## config.mk

```make
export PLATFORM = sky130hd
export DESIGN_NAME = cart_pendulum_derivative_core_flat
export DESIGN_NICKNAME = d
export VERILOG_FILES = /design/src/hw/rtl/cpd_pkg.sv /design/src/hw/rtl/cpd_stream_if.sv /design/src/hw/rtl/cpd_horner_cell.sv /design/src/hw/rtl/cpd_div_cell.sv /design/src/hw/rtl/cart_pendulum_derivative_core.sv /design/src/flat_wrapper.sv
export VERILOG_INCLUDE_DIRS = /design/src /design/src/hw/rtl
export SDC_FILE = /design/constraint.sdc
export NUM_CORES = 2
export LEC_CHECK = 0
export BUFFER_PORTS_ARGS = -buffer_cell sky130_fd_sc_hd__buf_2
export CAP_MARGIN = 20
export CORE_ASPECT_RATIO = 1.1
export CORE_MARGIN = 2
export CORE_UTILIZATION = 50
export CTS_CLUSTER_DIAMETER = 80
export DETAILED_ROUTE_END_ITERATION = 6
export PLACE_DENSITY = 0.66
export SLEW_MARGIN = 20
export SYNTH_ARGS = -nofsm -noshare
export SYNTH_HDL_FRONTEND = slang
export SYNTH_SLANG_ARGS = --single-unit
```

## constraint.sdc

```tcl
create_clock -name i_clk -period 51.1 [get_ports i_clk]
set_input_delay 5.11 -clock i_clk [delete_from_list [all_inputs] [get_ports i_clk]]
set_output_delay 5.11 -clock i_clk [all_outputs]
set_load 0.01 [all_outputs]
```

## src/hw/rtl/cart_pendulum_derivative_core_defines.svh

```systemverilog
// ----------------------------------------------------------------------------
// Assertion macros for the pendulum derivative core
// Shared concurrent-check shorthands, clocked and reset-qualified.
// ----------------------------------------------------------------------------
`ifndef CART_PENDULUM_DERIVATIVE_CORE_DEFINES_SVH
`define CART_PENDULUM_DERIVATIVE_CORE_DEFINES_SVH

// same-cycle implication
`define CPD_ASSERT_IMPL(lbl, clk, rst_n, ante, cons) \
    lbl: assert property (@(posedge clk) disable iff (!(rst_n)) (ante) |-> (cons)) \
        else $error("cpd: same-cycle check failed");

// next-cycle implication
`define CPD_ASSERT_NEXT(lbl, clk, rst_n, ante, cons) \
    lbl: assert property (@(posedge clk) disable iff (!(rst_n)) (ante) |=> (cons)) \
        else $error("cpd: next-cycle check failed");

`endif

```

## src/hw/rtl/cpd_pkg.sv

```systemverilog
// ----------------------------------------------------------------------------
// cpd_pkg
// Types, constants and helpers of the pendulum derivative core.
// ----------------------------------------------------------------------------
package cpd_pkg;

    localparam int FRAC_BITS_DEF = 16;
    localparam int QF            = 30;
    localparam int HCELLS        = 7;
    localparam int SIN_TERMS     = 6;
    localparam int QB            = 33;
    localparam int DW            = 30;

    localparam logic signed [32:0] ONE33 = 33'sd1 <<< QF;

    typedef struct packed {
        logic signed [18:0] angle;
        logic signed [23:0] angular_velocity;
        logic signed [23:0] force_req;
    } t_in_beat;

    typedef struct packed {
        logic signed [23:0] angle_rate;
        logic signed [31:0] angular_accel;
    } t_out_beat;

    // Horner cell carry
    typedef struct packed {
        logic [31:0]        x2;
        logic signed [32:0] ts;
        logic signed [32:0] tc;
        logic signed [31:0] r;
        logic               flip;
        logic signed [23:0] w;
        logic signed [23:0] u;
    } t_hcarry;

    // divider cell carry
    typedef struct packed {
        logic [DW-1:0]      rem;
        logic [DW-1:0]      den;
        logic [QB-1:0]      nlow;
        logic [QB-1:0]      q;
        logic               neg;
        logic               big;
        logic signed [23:0] w;
    } t_dcarry;

    function automatic int sin_div(input int idx);
        int d;
        begin
            case (idx)
                0:       d = 156;
                1:       d = 110;
                2:       d = 72;
                3:       d = 42;
                4:       d = 20;
                5:       d = 6;
                default: d = 2;
            endcase
            return d;
        end
    endfunction

    function automatic int cos_div(input int idx);
        int d;
        begin
            case (idx)
                0:       d = 182;
                1:       d = 132;
                2:       d = 90;
                3:       d = 56;
                4:       d = 30;
                5:       d = 12;
                default: d = 2;
            endcase
            return d;
        end
    endfunction

    // arithmetic right shift, round to nearest, ties away from zero
    function automatic logic signed [71:0] rnd_shr(input logic signed [71:0] v, input int sh);
        logic signed [71:0] h;
        begin
            h = 72'sd1 <<< (sh - 1);
            return (v + (v[71] ? (h - 72'sd1) : h)) >>> sh;
        end
    endfunction

endpackage

```

## src/hw/rtl/cpd_stream_if.sv

```systemverilog
// ----------------------------------------------------------------------------
// cpd_stream_if
// Valid/ready stream channel carrying one payload beat.
// ----------------------------------------------------------------------------
interface cpd_stream_if #(
    parameter type t_payload = logic
) ();
    logic     valid;
    logic     ready;
    t_payload payload;

    modport source (output valid, output payload, input ready);
    modport sink   (input valid, input payload, output ready);
endinterface

```

## src/hw/rtl/cpd_horner_cell.sv

```systemverilog
// ----------------------------------------------------------------------------
// cpd_horner_cell
// One Horner step of the cosine series (and of the sine series below SIN_TERMS), four pipeline stages.
// ----------------------------------------------------------------------------
module cpd_horner_cell #(
    parameter int IDX = 0
) (
    input  logic             i_clk,
    input  logic             i_rst_n,
    input  logic             i_en,
    input  logic             i_vld,
    input  cpd_pkg::t_hcarry i_c,
    output logic             o_vld,
    output cpd_pkg::t_hcarry o_c
);
    import cpd_pkg::*;

    localparam bit          SIN_ON = (IDX < SIN_TERMS);
    localparam int          DS     = sin_div(IDX);
    localparam int          DC     = cos_div(IDX);
    localparam logic [31:0] RS     = 32'((64'd1 << 32) / DS);
    localparam logic [31:0] RC     = 32'((64'd1 << 32) / DC);

    logic [3:0] r_v;
    t_hcarry    r_c1, r_c2, r_c3, r_c4;
    t_hcarry    n_c4;

    logic signed [65:0] n_ps, n_pc;
    logic signed [65:0] r_ps1, r_pc1;
    logic signed [33:0] mqs, mqc;
    logic [31:0]        r_ms2, r_mc2, r_ms3, r_mc3;
    logic               r_ns2, r_nc2, r_ns3, r_nc3;
    logic [63:0]        n_es, n_ec;
    logic [31:0]        r_qs3, r_qc3;
    logic [32:0]        qds, qdc, rems, remc;
    logic [31:0]        qs, qc;
    logic signed [32:0] ts_new, tc_new;

    always_ff @(posedge i_clk) begin
        if (!i_rst_n) begin
            r_v <= '0;
        end else if (i_en) begin
            r_v <= {r_v[2:0], i_vld};
        end
    end

    assign n_ps = $signed({1'b0, i_c.x2}) * i_c.ts;
    assign n_pc = $signed({1'b0, i_c.x2}) * i_c.tc;

    assign mqs = 34'(rnd_shr(72'(r_ps1), QF));
    assign mqc = 34'(rnd_shr(72'(r_pc1), QF));

    assign n_es = r_ms2 * RS;
    assign n_ec = r_mc2 * RC;

    assign qds  = 33'(r_qs3) * 33'(DS);
    assign qdc  = 33'(r_qc3) * 33'(DC);
    assign rems = {1'b0, r_ms3} - qds;
    assign remc = {1'b0, r_mc3} - qdc;
    assign qs   = r_qs3 + 32'(rems >= 33'(DS));
    assign qc   = r_qc3 + 32'(remc >= 33'(DC));
    assign ts_new = r_ns3 ? (ONE33 + $signed({1'b0, qs})) : (ONE33 - $signed({1'b0, qs}));
    assign tc_new = r_nc3 ? (ONE33 + $signed({1'b0, qc})) : (ONE33 - $signed({1'b0, qc}));

    always_comb begin
        n_c4    = r_c3;
        n_c4.ts = SIN_ON ? ts_new : r_c3.ts;
        n_c4.tc = tc_new;
    end

    always_ff @(posedge i_clk) begin
        if (i_en) begin
            r_c1  <= i_c;
            r_ps1 <= n_ps;
            r_pc1 <= n_pc;

            r_c2  <= r_c1;
            r_ns2 <= mqs[33];
            r_nc2 <= mqc[33];
            r_ms2 <= mqs[33] ? 32'(-mqs) : 32'(mqs);
            r_mc2 <= mqc[33] ? 32'(-mqc) : 32'(mqc);

            r_c3  <= r_c2;
            r_ms3 <= r_ms2;
            r_mc3 <= r_mc2;
            r_ns3 <= r_ns2;
            r_nc3 <= r_nc2;
            r_qs3 <= n_es[63:32];
            r_qc3 <= n_ec[63:32];

            r_c4  <= n_c4;
        end
    end

    assign o_vld = r_v[3];
    assign o_c   = r_c4;
endmodule

```

## src/hw/rtl/cpd_div_cell.sv

```systemverilog
// ----------------------------------------------------------------------------
// cpd_div_cell
// One restoring-division step: one quotient bit per cell.
// ----------------------------------------------------------------------------
module cpd_div_cell (
    input  logic             i_clk,
    input  logic             i_rst_n,
    input  logic             i_en,
    input  logic             i_vld,
    input  cpd_pkg::t_dcarry i_c,
    output logic             o_vld,
    output cpd_pkg::t_dcarry o_c
);
    import cpd_pkg::*;

    logic          r_vld;
    t_dcarry       r_c;
    t_dcarry       n_c;
    logic [DW:0]   trial;
    logic [DW:0]   diff;
    logic          ge;

    assign trial = {i_c.rem, i_c.nlow[QB-1]};
    assign ge    = trial >= {1'b0, i_c.den};
    assign diff  = trial - {1'b0, i_c.den};

    always_comb begin
        n_c      = i_c;
        n_c.rem  = ge ? diff[DW-1:0] : trial[DW-1:0];
        n_c.nlow = {i_c.nlow[QB-2:0], 1'b0};
        n_c.q    = {i_c.q[QB-2:0], ge};
    end

    always_ff @(posedge i_clk) begin
        if (!i_rst_n) begin
            r_vld <= 1'b0;
        end else if (i_en) begin
            r_vld <= i_vld;
        end
    end

    always_ff @(posedge i_clk) begin
        if (i_en) begin
            r_c <= n_c;
        end
    end

    assign o_vld = r_vld;
    assign o_c   = r_c;
endmodule

```

## src/hw/rtl/cart_pendulum_derivative_core.sv

```systemverilog
// ----------------------------------------------------------------------------
// cart_pendulum_derivative_core
// Pendulum-on-cart derivative: angle rate and saturated angular acceleration.
// ----------------------------------------------------------------------------
// Fully pipelined: one beat is taken every cycle while the output is not held,
// and each result passes through five angle stages, seven four-stage Horner
// cells for sine and cosine, thirteen numerator/denominator stages, a chain of
// 33 one-bit division cells and the output register. The whole pipeline holds
// while a finished result waits on the output.
// ----------------------------------------------------------------------------
`include "cart_pendulum_derivative_core_defines.svh"

module cart_pendulum_derivative_core #(
    parameter int FRAC_BITS = cpd_pkg::FRAC_BITS_DEF
) (
    input  logic            i_clk,
    input  logic            i_rst_n,
    cpd_stream_if.sink      i_in,
    cpd_stream_if.source    o_out
);
    import cpd_pkg::*;

    localparam int SH   = QF - FRAC_BITS;
    localparam int A30W = 19 + SH;
    localparam int CW   = (A30W > 34) ? A30W : 34;
    localparam int T2SH = 2 * FRAC_BITS - 10;
    localparam int NW   = 64 + FRAC_BITS;
    localparam int HW   = NW - QB;

    localparam logic signed [33:0] PI_Q30   = 34'sd3373259426;
    localparam logic signed [33:0] HALF_PI  = 34'sd1686629713;
    localparam logic signed [27:0] A_Q30    = 28'sd107374182;
    localparam logic signed [27:0] AML_Q30  = 28'sd107374182;
    localparam logic signed [31:0] MOI_Q30  = 32'sd715827882;
    localparam logic [31:0]        R5       = 32'd858993459;
    localparam logic [32:0]        FIVE     = 33'd5;
    localparam logic [32:0]        MAG_NEG  = 33'd2147483648;
    localparam logic [32:0]        MAG_POS  = 33'd2147483647;
    localparam logic signed [31:0] ACC_MIN  = 32'sh8000_0000;
    localparam logic signed [31:0] ACC_MAX  = 32'sh7fff_ffff;

    function automatic logic [5:0] t1_frac(input logic [2:0] b);
        logic [5:0] f;
        begin
            unique case (b)
                3'd1:    f = 6'd9;
                3'd2:    f = 6'd19;
                3'd3:    f = 6'd29;
                3'd4:    f = 6'd39;
                default: f = 6'd0;
            endcase
            return f;
        end
    endfunction

    logic en;
    logic [4:0]  r_pv;
    logic [12:0] r_qv;
    logic        r_out_vld;
    t_out_beat   r_out;

    assign en          = !r_out_vld || o_out.ready;
    assign i_in.ready  = en;
    assign o_out.valid = r_out_vld;
    assign o_out.payload = r_out;

    // ---------------- angle front end
    t_in_beat           r_p0;
    logic signed [33:0] r_p1_a;
    logic signed [23:0] r_p1_w, r_p1_u;
    logic signed [31:0] r_p2_r;
    logic               r_p2_flip;
    logic signed [23:0] r_p2_w, r_p2_u;
    logic signed [63:0] r_p3_sq;
    logic signed [31:0] r_p3_r;
    logic               r_p3_flip;
    logic signed [23:0] r_p3_w, r_p3_u;
    t_hcarry            r_p4;

    logic signed [CW-1:0] a30;
    logic signed [CW-1:0] a30c;
    logic signed [63:0]   n_sq;

    assign a30  = CW'(r_p0.angle) <<< SH;
    assign a30c = (a30 > CW'(PI_Q30)) ? CW'(PI_Q30) :
                  (a30 < -CW'(PI_Q30)) ? -CW'(PI_Q30) : a30;
    assign n_sq = r_p2_r * r_p2_r;

    always_ff @(posedge i_clk) begin
        if (en) begin
            r_p0   <= i_in.payload;

            r_p1_a <= 34'(a30c);
            r_p1_w <= r_p0.angular_velocity;
            r_p1_u <= r_p0.force_req;

            if (r_p1_a > HALF_PI) begin
                r_p2_r    <= 32'(PI_Q30 - r_p1_a);
                r_p2_flip <= 1'b1;
            end else if (r_p1_a < -HALF_PI) begin
                r_p2_r    <= 32'(-PI_Q30 - r_p1_a);
                r_p2_flip <= 1'b1;
            end else begin
                r_p2_r    <= 32'(r_p1_a);
                r_p2_flip <= 1'b0;
            end
            r_p2_w <= r_p1_w;
            r_p2_u <= r_p1_u;

            r_p3_sq   <= n_sq;
            r_p3_r    <= r_p2_r;
            r_p3_flip <= r_p2_flip;
            r_p3_w    <= r_p2_w;
            r_p3_u    <= r_p2_u;

            r_p4.x2   <= 32'(rnd_shr(72'(r_p3_sq), QF));
            r_p4.ts   <= ONE33;
            r_p4.tc   <= ONE33;
            r_p4.r    <= r_p3_r;
            r_p4.flip <= r_p3_flip;
            r_p4.w    <= r_p3_w;
            r_p4.u    <= r_p3_u;
        end
    end

    // ---------------- Horner cell row
    t_hcarry h_c   [HCELLS+1];
    logic    h_vld [HCELLS+1];

    assign h_c[0]   = r_p4;
    assign h_vld[0] = r_pv[4];

    for (genvar gi = 0; gi < HCELLS; gi++) begin : g_hc
        cpd_horner_cell #(
            .IDX(gi)
        ) u_hc (
            .i_clk  (i_clk),
            .i_rst_n(i_rst_n),
            .i_en   (en),
            .i_vld  (h_vld[gi]),
            .i_c    (h_c[gi]),
            .o_vld  (h_vld[gi+1]),
            .o_c    (h_c[gi+1])
        );
    end

    // ---------------- numerator / denominator
    t_hcarry ho;
    assign ho = h_c[HCELLS];

    logic signed [64:0] r_q1_sp, n_sp;
    logic signed [65:0] r_q1_ccp, n_ccp;
    logic signed [32:0] r_q1_c;
    logic signed [23:0] r_q1_w, r_q1_u;

    logic signed [32:0] r_q2_s, r_q2_cc, r_q2_c;
    logic [46:0]        r_q2_w2;
    logic signed [47:0] n_w2;
    logic signed [23:0] r_q2_w, r_q2_u;

    logic signed [65:0] r_q3_scp, n_scp;
    logic signed [60:0] r_q3_acp, n_acp, r_q3_dcp, n_dcp;
    logic [31:0]        r_q3_as, n_as;
    logic               r_q3_sneg;
    logic [31:0]        r_q3_a5e;
    logic [63:0]        n_s5p;
    logic [46:0]        r_q3_w2;
    logic signed [23:0] r_q3_w, r_q3_u;

    logic signed [32:0] r_q4_sc;
    logic signed [28:0] r_q4_ac, r_q4_dc;
    logic [31:0]        r_q4_a5;
    logic [2:0]         r_q4_b;
    logic               r_q4_sneg;
    logic [46:0]        r_q4_w2;
    logic signed [23:0] r_q4_w, r_q4_u;
    logic [32:0]        q4_p5, q4_rem;
    logic               q4_ge;

    logic signed [60:0] r_q5_kp, n_kp;
    logic signed [52:0] r_q5_t3p, n_t3p;
    logic [DW-1:0]      r_q5_den;
    logic signed [36:0] r_q5_t1;
    logic [46:0]        r_q5_w2;
    logic signed [23:0] r_q5_w;
    logic signed [31:0] q5_dn;
    logic [35:0]        q5_t1m;

    logic signed [32:0] r_q6_k20a;
    logic signed [47:0] r_q6_t3;
    logic [DW-1:0]      r_q6_den;
    logic signed [36:0] r_q6_t1;
    logic [46:0]        r_q6_w2;
    logic signed [23:0] r_q6_w;

    logic signed [23:0] r_q7_k20;
    logic signed [47:0] r_q7_t3;
    logic [DW-1:0]      r_q7_den;
    logic signed [36:0] r_q7_t1;
    logic [46:0]        r_q7_w2;
    logic signed [23:0] r_q7_w;

    logic signed [48:0] r_q8_lo, n_lo;
    logic signed [47:0] r_q8_hi, n_hi;
    logic signed [47:0] r_q8_t3;
    logic [DW-1:0]      r_q8_den;
    logic signed [36:0] r_q8_t1;
    logic signed [23:0] r_q8_w;

    logic signed [71:0] r_q9_t2p;
    logic signed [47:0] r_q9_t3;
    logic [DW-1:0]      r_q9_den;
    logic signed [36:0] r_q9_t1;
    logic signed [23:0] r_q9_w;

    logic signed [63:0] r_q10_t2;
    logic signed [47:0] r_q10_t3;
    logic [DW-1:0]      r_q10_den;
    logic signed [36:0] r_q10_t1;
    logic signed [23:0] r_q10_w;

    logic signed [63:0] r_q11_num;
    logic [DW-1:0]      r_q11_den;
    logic signed [23:0] r_q11_w;

    logic [63:0]        r_q12_un;
    logic               r_q12_neg;
    logic [DW-1:0]      r_q12_den;
    logic signed [23:0] r_q12_w;

    logic [NW-1:0]      q12_n;
    logic [HW-1:0]      q12_hi;
    t_dcarry            r_q13;

    assign n_sp  = ho.r * ho.ts;
    assign n_ccp = ho.tc * ho.tc;
    assign n_w2  = r_q1_w * r_q1_w;
    assign n_scp = r_q2_s * r_q2_c;
    assign n_acp = A_Q30 * r_q2_c;
    assign n_dcp = AML_Q30 * r_q2_cc;
    assign n_as  = r_q2_s[32] ? 32'(-r_q2_s) : 32'(r_q2_s);
    assign n_s5p = n_as * R5;
    assign q4_p5  = 33'(r_q3_a5e) * FIVE;
    assign q4_rem = {1'b0, r_q3_as} - q4_p5;
    assign q4_ge  = q4_rem >= FIVE;
    assign n_kp  = AML_Q30 * r_q4_sc;
    assign n_t3p = r_q4_ac * r_q4_u;
    assign q5_dn = MOI_Q30 - 32'(r_q4_dc);
    assign q5_t1m = 36'(r_q4_a5) * 36'd49 + 36'(t1_frac(r_q4_b));
    assign n_lo  = r_q7_k20 * $signed({1'b0, r_q7_w2[23:0]});
    assign n_hi  = r_q7_k20 * $signed({1'b0, r_q7_w2[46:24]});
    assign q12_n  = {r_q12_un, {FRAC_BITS{1'b0}}};
    assign q12_hi = q12_n[NW-1:QB];

    always_ff @(posedge i_clk) begin
        if (en) begin
            r_q1_sp  <= n_sp;
            r_q1_ccp <= n_ccp;
            r_q1_c   <= ho.flip ? -ho.tc : ho.tc;
            r_q1_w   <= ho.w;
            r_q1_u   <= ho.u;

            r_q2_s   <= 33'(rnd_shr(72'(r_q1_sp), QF));
            r_q2_cc  <= 33'(rnd_shr(72'(r_q1_ccp), QF));
            r_q2_c   <= r_q1_c;
            r_q2_w2  <= n_w2[46:0];
            r_q2_w   <= r_q1_w;
            r_q2_u   <= r_q1_u;

            r_q3_scp  <= n_scp;
            r_q3_acp  <= n_acp;
            r_q3_dcp  <= n_dcp;
            r_q3_as   <= n_as;
            r_q3_sneg <= r_q2_s[32];
            r_q3_a5e  <= n_s5p[63:32];
            r_q3_w2   <= r_q2_w2;
            r_q3_w    <= r_q2_w;
            r_q3_u    <= r_q2_u;

            r_q4_sc   <= 33'(rnd_shr(72'(r_q3_scp), QF));
            r_q4_ac   <= 29'(rnd_shr(72'(r_q3_acp), QF));
            r_q4_dc   <= 29'(rnd_shr(72'(r_q3_dcp), QF));
            r_q4_a5   <= r_q3_a5e + 32'(q4_ge);
            r_q4_b    <= q4_ge ? 3'(q4_rem - FIVE) : 3'(q4_rem);
            r_q4_sneg <= r_q3_sneg;
            r_q4_w2   <= r_q3_w2;
            r_q4_w    <= r_q3_w;
            r_q4_u    <= r_q3_u;

            r_q5_kp  <= n_kp;
            r_q5_t3p <= n_t3p;
            r_q5_den <= (q5_dn < 32'sd1) ? DW'(1) : q5_dn[DW-1:0];
            r_q5_t1  <= r_q4_sneg ? -$signed({1'b0, q5_t1m}) : $signed({1'b0, q5_t1m});
            r_q5_w2  <= r_q4_w2;
            r_q5_w   <= r_q4_w;

            r_q6_k20a <= 33'(rnd_shr(72'(r_q5_kp), QF));
            r_q6_t3   <= 48'(rnd_shr(72'(r_q5_t3p), FRAC_BITS));
            r_q6_den  <= r_q5_den;
            r_q6_t1   <= r_q5_t1;
            r_q6_w2   <= r_q5_w2;
            r_q6_w    <= r_q5_w;

            r_q7_k20 <= 24'(rnd_shr(72'(r_q6_k20a), QF - 20));
            r_q7_t3  <= r_q6_t3;
            r_q7_den <= r_q6_den;
            r_q7_t1  <= r_q6_t1;
            r_q7_w2  <= r_q6_w2;
            r_q7_w   <= r_q6_w;

            r_q8_lo  <= n_lo;
            r_q8_hi  <= n_hi;
            r_q8_t3  <= r_q7_t3;
            r_q8_den <= r_q7_den;
            r_q8_t1  <= r_q7_t1;
            r_q8_w   <= r_q7_w;

            r_q9_t2p <= 72'(r_q8_lo) + (72'(r_q8_hi) <<< 24);
            r_q9_t3  <= r_q8_t3;
            r_q9_den <= r_q8_den;
            r_q9_t1  <= r_q8_t1;
            r_q9_w   <= r_q8_w;

            r_q10_t2  <= 64'(rnd_shr(r_q9_t2p, T2SH));
            r_q10_t3  <= r_q9_t3;
            r_q10_den <= r_q9_den;
            r_q10_t1  <= r_q9_t1;
            r_q10_w   <= r_q9_w;

            r_q11_num <= 64'(r_q10_t1) - r_q10_t2 - 64'(r_q10_t3);
            r_q11_den <= r_q10_den;
            r_q11_w   <= r_q10_w;

            r_q12_un  <= r_q11_num[63] ? 64'(-r_q11_num) : 64'(r_q11_num);
            r_q12_neg <= r_q11_num[63];
            r_q12_den <= r_q11_den;
            r_q12_w   <= r_q11_w;

            r_q13.rem  <= q12_hi[DW-1:0];
            r_q13.den  <= r_q12_den;
            r_q13.nlow <= q12_n[QB-1:0];
            r_q13.q    <= '0;
            r_q13.neg  <= r_q12_neg;
            r_q13.big  <= q12_hi >= HW'(r_q12_den);
            r_q13.w    <= r_q12_w;
        end
    end

    // ---------------- divider cell row
    t_dcarry d_c   [QB+1];
    logic    d_vld [QB+1];

    assign d_c[0]   = r_q13;
    assign d_vld[0] = r_qv[12];

    for (genvar gd = 0; gd < QB; gd++) begin : g_dc
        cpd_div_cell u_dc (
            .i_clk  (i_clk),
            .i_rst_n(i_rst_n),
            .i_en   (en),
            .i_vld  (d_vld[gd]),
            .i_c    (d_c[gd]),
            .o_vld  (d_vld[gd+1]),
            .o_c    (d_c[gd+1])
        );
    end

    // ---------------- saturation and output beat
    t_dcarry            dq;
    logic signed [31:0] n_acc;

    assign dq = d_c[QB];

    always_comb begin
        if (dq.big) begin
            n_acc = dq.neg ? ACC_MIN : ACC_MAX;
        end else if (dq.neg) begin
            n_acc = (dq.q > MAG_NEG) ? ACC_MIN : 32'(-$signed({1'b0, dq.q}));
        end else begin
            n_acc = (dq.q > MAG_POS) ? ACC_MAX : $signed(dq.q[31:0]);
        end
    end

    always_ff @(posedge i_clk) begin
        if (!i_rst_n) begin
            r_pv      <= '0;
            r_qv      <= '0;
            r_out_vld <= 1'b0;
        end else if (en) begin
            r_pv      <= {r_pv[3:0], i_in.valid};
            r_qv      <= {r_qv[11:0], h_vld[HCELLS]};
            r_out_vld <= d_vld[QB];
        end
    end

    always_ff @(posedge i_clk) begin
        if (en) begin
            r_out.angle_rate    <= dq.w;
            r_out.angular_accel <= n_acc;
        end
    end

    `CPD_ASSERT_IMPL(a_hold_blocks_input, i_clk, i_rst_n, o_out.valid && !o_out.ready, !i_in.ready)
    `CPD_ASSERT_IMPL(a_div_rem_below_den, i_clk, i_rst_n, d_vld[QB], dq.rem < dq.den)
endmodule
```

## src/flat_wrapper.sv

```systemverilog
// flat-port wrapper written by rule: the top's interface ports become plain ports
module cart_pendulum_derivative_core_flat import cpd_pkg::*;
#(
    parameter int FRAC_BITS = cpd_pkg::FRAC_BITS_DEF
)
  (i_clk, i_rst_n, i_in_valid, i_in_payload, i_in_ready, o_out_valid, o_out_payload, o_out_ready);
  cpd_stream_if i_in_i ();
  cpd_stream_if o_out_i ();
  input  logic i_clk;
  input  logic i_rst_n;
  input wire logic [$bits(i_in_i.valid)-1:0] i_in_valid;
  input wire logic [$bits(i_in_i.payload)-1:0] i_in_payload;
  output wire logic [$bits(i_in_i.ready)-1:0] i_in_ready;
  output wire logic [$bits(o_out_i.valid)-1:0] o_out_valid;
  output wire logic [$bits(o_out_i.payload)-1:0] o_out_payload;
  input wire logic [$bits(o_out_i.ready)-1:0] o_out_ready;
  assign i_in_i.valid = i_in_valid;
  assign i_in_i.payload = i_in_payload;
  assign i_in_ready = i_in_i.ready;
  assign o_out_valid = o_out_i.valid;
  assign o_out_payload = o_out_i.payload;
  assign o_out_i.ready = o_out_ready;
  cart_pendulum_derivative_core #(.FRAC_BITS(FRAC_BITS)) u_core (.i_clk(i_clk), .i_rst_n(i_rst_n), .i_in(i_in_i), .o_out(o_out_i));
endmodule
```

==> results.py <==
metrics = {
    "status": {
        "outcome": "finished, violations left",
        "violations_in_the_final_reports": "DRC",
    },
    "clocking": {
        "insertion_delay_ps": 790,
        "numClockSinks": 1589,
        "cts-htree-levels": 4,
        "max_clock_buf_depth": 3,
        "post_cts_buffers": 0,
        "number_of_buffers_created_by_cts": 159,
        "postCtsResizedCells": 0,
        "cts.clk_slew.worst_paths_ps": 60,
        "postCtsHoldBufs": 0,
        "cts_tree": "done",
        "root_buffer": "clkbuf_16",
    },
    "worst_setup_path": {
        "crit_path_top_delay_cell": "buf_4",
        "r2r_cells": 7,
        "cpMostUsedCell": "buf_2",
        "critPathCaptureType": "primary output",
        "worstPathMaxFanout": 127,
        "timing.setup.critical_path_class": "primary input to primary output",
        "kind_of_cell_with_the_highest_combined_delay_on_the_critical_path": "buffers and inverters",
        "crit_required_ps": 45990,
        "critPathMaxStageDelay_ps": 660,
        "critical_path.reg2reg.endpoint": "u_core.g_dc[20].u_dc.o_c[149]",
        "ff2ff_setup_slack_ps": 45890,
        "timing.critical_path.from_type": "primary input",
        "critPathBufInv": 4,
        "worst-endpoint-arrival_ps": 6890,
        "worstReg2RegStart": "u_core.o_out.valid",
        "cp_cell_sequence": "buf_2 -> nor2b_4 -> buf_4 -> inv_8 -> buf_2",
    },
    "global_routing": {
        "antenna_found_initial": 0,
        "grt_pass1_wl_um": 187000,
        "gr-total-overflow": 0,
        "maximum_number_of_pins_on_one_net_before_global_route_repair": 200,
        "gr-usage-all-layers_pct": 16.4,
        "grt_pass1_vias": 37910,
    },
    "floorplanning": {
        "site_row_count": 142,
        "dieArea_mm2": 0.140,
        "die_h_um": 392,
        "core_area_mm2": 0.136,
        "io_pins": 8,
        "die_width_um": 357,
        "start_util_pct": 50.3,
    },
    "finish": {
        "drive_above_1_share_pct": 6.23,
        "finalNetCount": 5218,
        "multiInputGateArea_mm2": 0.0207,
        "insertedDiodeCount": 0,
        "layout.core_utilization_pct": 55.7,
        "final.fill_count": 10808,
        "area.growth.synth_to_final_pct": 10.7,
        "sequential_cell_area_mm2": 0.0469,
    },
    "placement": {
        "pre_cts_ws_ps": 39050,
        "detailedPlacementHpwl_um": 74900,
        "buffer_ports.inserted": 7,
        "finalWeightedCongestion": 0.864,
    },
    "route": {
        "met3WireLength_um": 4350,
        "met2WireLength_um": 58700,
        "drt_first_iter_violations": 2714,
        "routed-via-count": 38701,
        "routedLengthMet1_um": 48700,
        "detail-route-antenna-nets": 0,
        "post_drt_wl_per_cell_um": 16.2,
        "first_pass_detailed_route_iteration_total": 7,
        "wl_um": 115000,
        "routed.top_layer": "met4",
        "detail_route.vias_per_cell": 5.45,
        "drc_errors": 2,
    },
    "timing": {
        "setup_total_negative_slack_ps": 0,
        "clock-skew-final_ps": 47.8,
        "whs_ps": 379,
        "post-route-min-period_ps": 12000,
        "finalSetupViolCount": 0,
        "fmaxAchievable_mhz": 83.3,
        "final-max-slew-violation-count": 0,
        "timing.max_slew.rel_slack_pct": 27.1,
        "setup_ws_ps": 39100,
        "hold_viol": 0,
        "timing.final.crit_share_pct": 23.5,
        "worst-slew-pin-transition_ps": 1090,
        "setup_repair_after_global_routing_missed_its_margin": "false",
    },
    "synth": {
        "post_synth_cell_types": 88,
        "yosys_register_bits": 1589,
        "yosys_warnings": 0,
        "syn_area_mm2": 0.0686,
        "async_flop_share_pct": 0,
        "synth_top_area_cell": "edfxtp_1",
        "synth_edf_count": 1509,
        "yosysMostFrequentCell": "edfxtp_1",
        "synth.cells.most_frequent": "1509 x edfxtp_1, 555 x nand2_1, 410 x xnor2_1",
        "syn_area_per_cell_um2": 13.5,
        "syn-instance-count": 5089,
        "synth_top_cells_by_area": "edfxtp_1 66%, xnor2_1 5.2%, xor2_1 4.2%",
        "proportion_of_netlist_area_held_by_the_largest_area_contributor_pct": 66.1,
        "yosysSeqAreaShare_pct": 68.4,
        "synth-main-ff-cell": "edfxtp_1",
    },
    "min_path": {
        "whs_endpoint": "u_core.g_dc[26].u_dc.o_c[31]",
        "hold_depth": 0,
        "source_of_the_worst_hold_timing_path": "u_core.g_dc[25].u_dc.o_c[30]",
        "worstHoldPathType": "flip-flop to flip-flop",
    },
    "flow_run": {
        "cap_viol_max_count": 0,
    },
    "power": {
        "ir_worst_vdd_uv": 36.9,
        "leakage_uw": 0.0269,
        "p_per_area_mw_per_mm2": 68.4,
    },
}
final cells by class:
type                    instances  share of cell area (%)
flip-flops and latches       1589                    61.8
multi-input cells            3246                    27.3
well taps                    1800                    2.96
repair buffers                 33                   0.374
clock inverters                93                    1.38
inverters                     139                   0.697
clock buffers                 200                    5.53
flip-flops by register name (all words and copies together), names as in the netlist, 3 cells and up:
| signal | count |
|---|---|
| u_core.d_c | 3 |
| u_core.g_dc.u_dc.o_c | 1458 |
| u_core.g_dc.u_dc.o_vld | 33 |
| u_core.g_hc.u_hc.n_c4 | 7 |
| u_core.g_hc.u_hc.o_c | 7 |
| u_core.g_hc.u_hc.r_c1 | 7 |
| u_core.g_hc.u_hc.r_c2 | 7 |
| u_core.g_hc.u_hc.r_v | 28 |
| u_core.r_pv | 5 |
| u_core.r_q12_un | 3 |
| u_core.r_qv | 13 |
power breakdown:
group | internal [uW] | leakage (uW) | switching, uW | total (uW)
clock | 658 | 0.00254 | 490 | 1150
combinational | 628 | 0.00787 | 779 | 1410
sequential | 2190 | 0.0164 | 449 | 2640
metrics by stage:
stage / instances / area [um2] / total power (uW)
floorplan: 5090 / 68600 / 3650
global placement: 6807 / 70700 / 4020
detailed placement: 6807 / 70700 / 4060
CTS: 7100 / 76000 / 5230
global route: 7100 / 76000 / 5520
finish: 7100 / 76000 / 5200
cell families after synthesis:
logic type | after synthesis | share of synthesized area (%)
compound gates | 841 | 8.25
fa+ha+maj | 45 | 0.821
flops | 1589 | 68.4
other cells | 1 | 0.00547
simple gates | 1606 | 11.5
buf+inv | 255 | 1.44
xor+xnor | 744 | 9.52
mux | 8 | 0.124
worst max path at each step:
stage,start,endpoint,slack (ps),depth (start not counted)
floorplan,o_out_ready,i_in_ready,21720,4
global placement,o_out_ready,i_in_ready,39050,5
detailed placement,o_out_ready,i_in_ready,39050,5
CTS,o_out_ready,i_in_ready,39050,5
global route,o_out_ready,i_in_ready,38910,5
finish,o_out_ready,i_in_ready,39100,5
cells in the final DEF, fill, tap and decap left out, drive strengths merged, types with 12 or more instances in the layout:
cell type | Yosys | routed
a211oi | 35 | 35
a21boi | 127 | 127
a21o | 25 | 25
a21oi | 174 | 174
a31oi | 39 | 39
and2 | 30 | 30
buf | 23 | 33
bufinv | 0 | 13
clkbuf | 93 | 200
clkinv | 6 | 69
dfxtp | 80 | 80
edfxtp | 1509 | 1509
ha | 45 | 45
inv | 133 | 143
nand2 | 555 | 555
nand2b | 46 | 46
nand3 | 79 | 79
nand3b | 41 | 41
nand4 | 24 | 24
nor2 | 282 | 282
nor2b | 39 | 39
nor3 | 213 | 213
nor3b | 32 | 32
nor4 | 99 | 99
nor4b | 12 | 12
o211ai | 22 | 22
o21a | 28 | 28
o21ai | 176 | 176
o31ai | 53 | 53
o41ai | 47 | 47
or2 | 17 | 17
or3 | 87 | 87
xnor2 | 412 | 412
xor2 | 332 | 332
metal layers:
| metal | vias up | track usage, % |
|---|---|---|
| met2 | 699 | 28.7 |
| li1 | 19072 | - |
| met4 | 0 | 6.67 |
| met3 | 231 | 2.97 |
| met1 | 18699 | 20.0 |
| met5 | - | 0 |
worst register-to-register path, stage by stage, from the launching register on:
cell and delay, ps:
dfxtp_1 310, nor2b_4 110, buf_4 360, inv_8 740
buf_4 850, buf_4 840, buf_12 740, buf_4 820
Note: power is estimated with default switching activity, not from simulation.
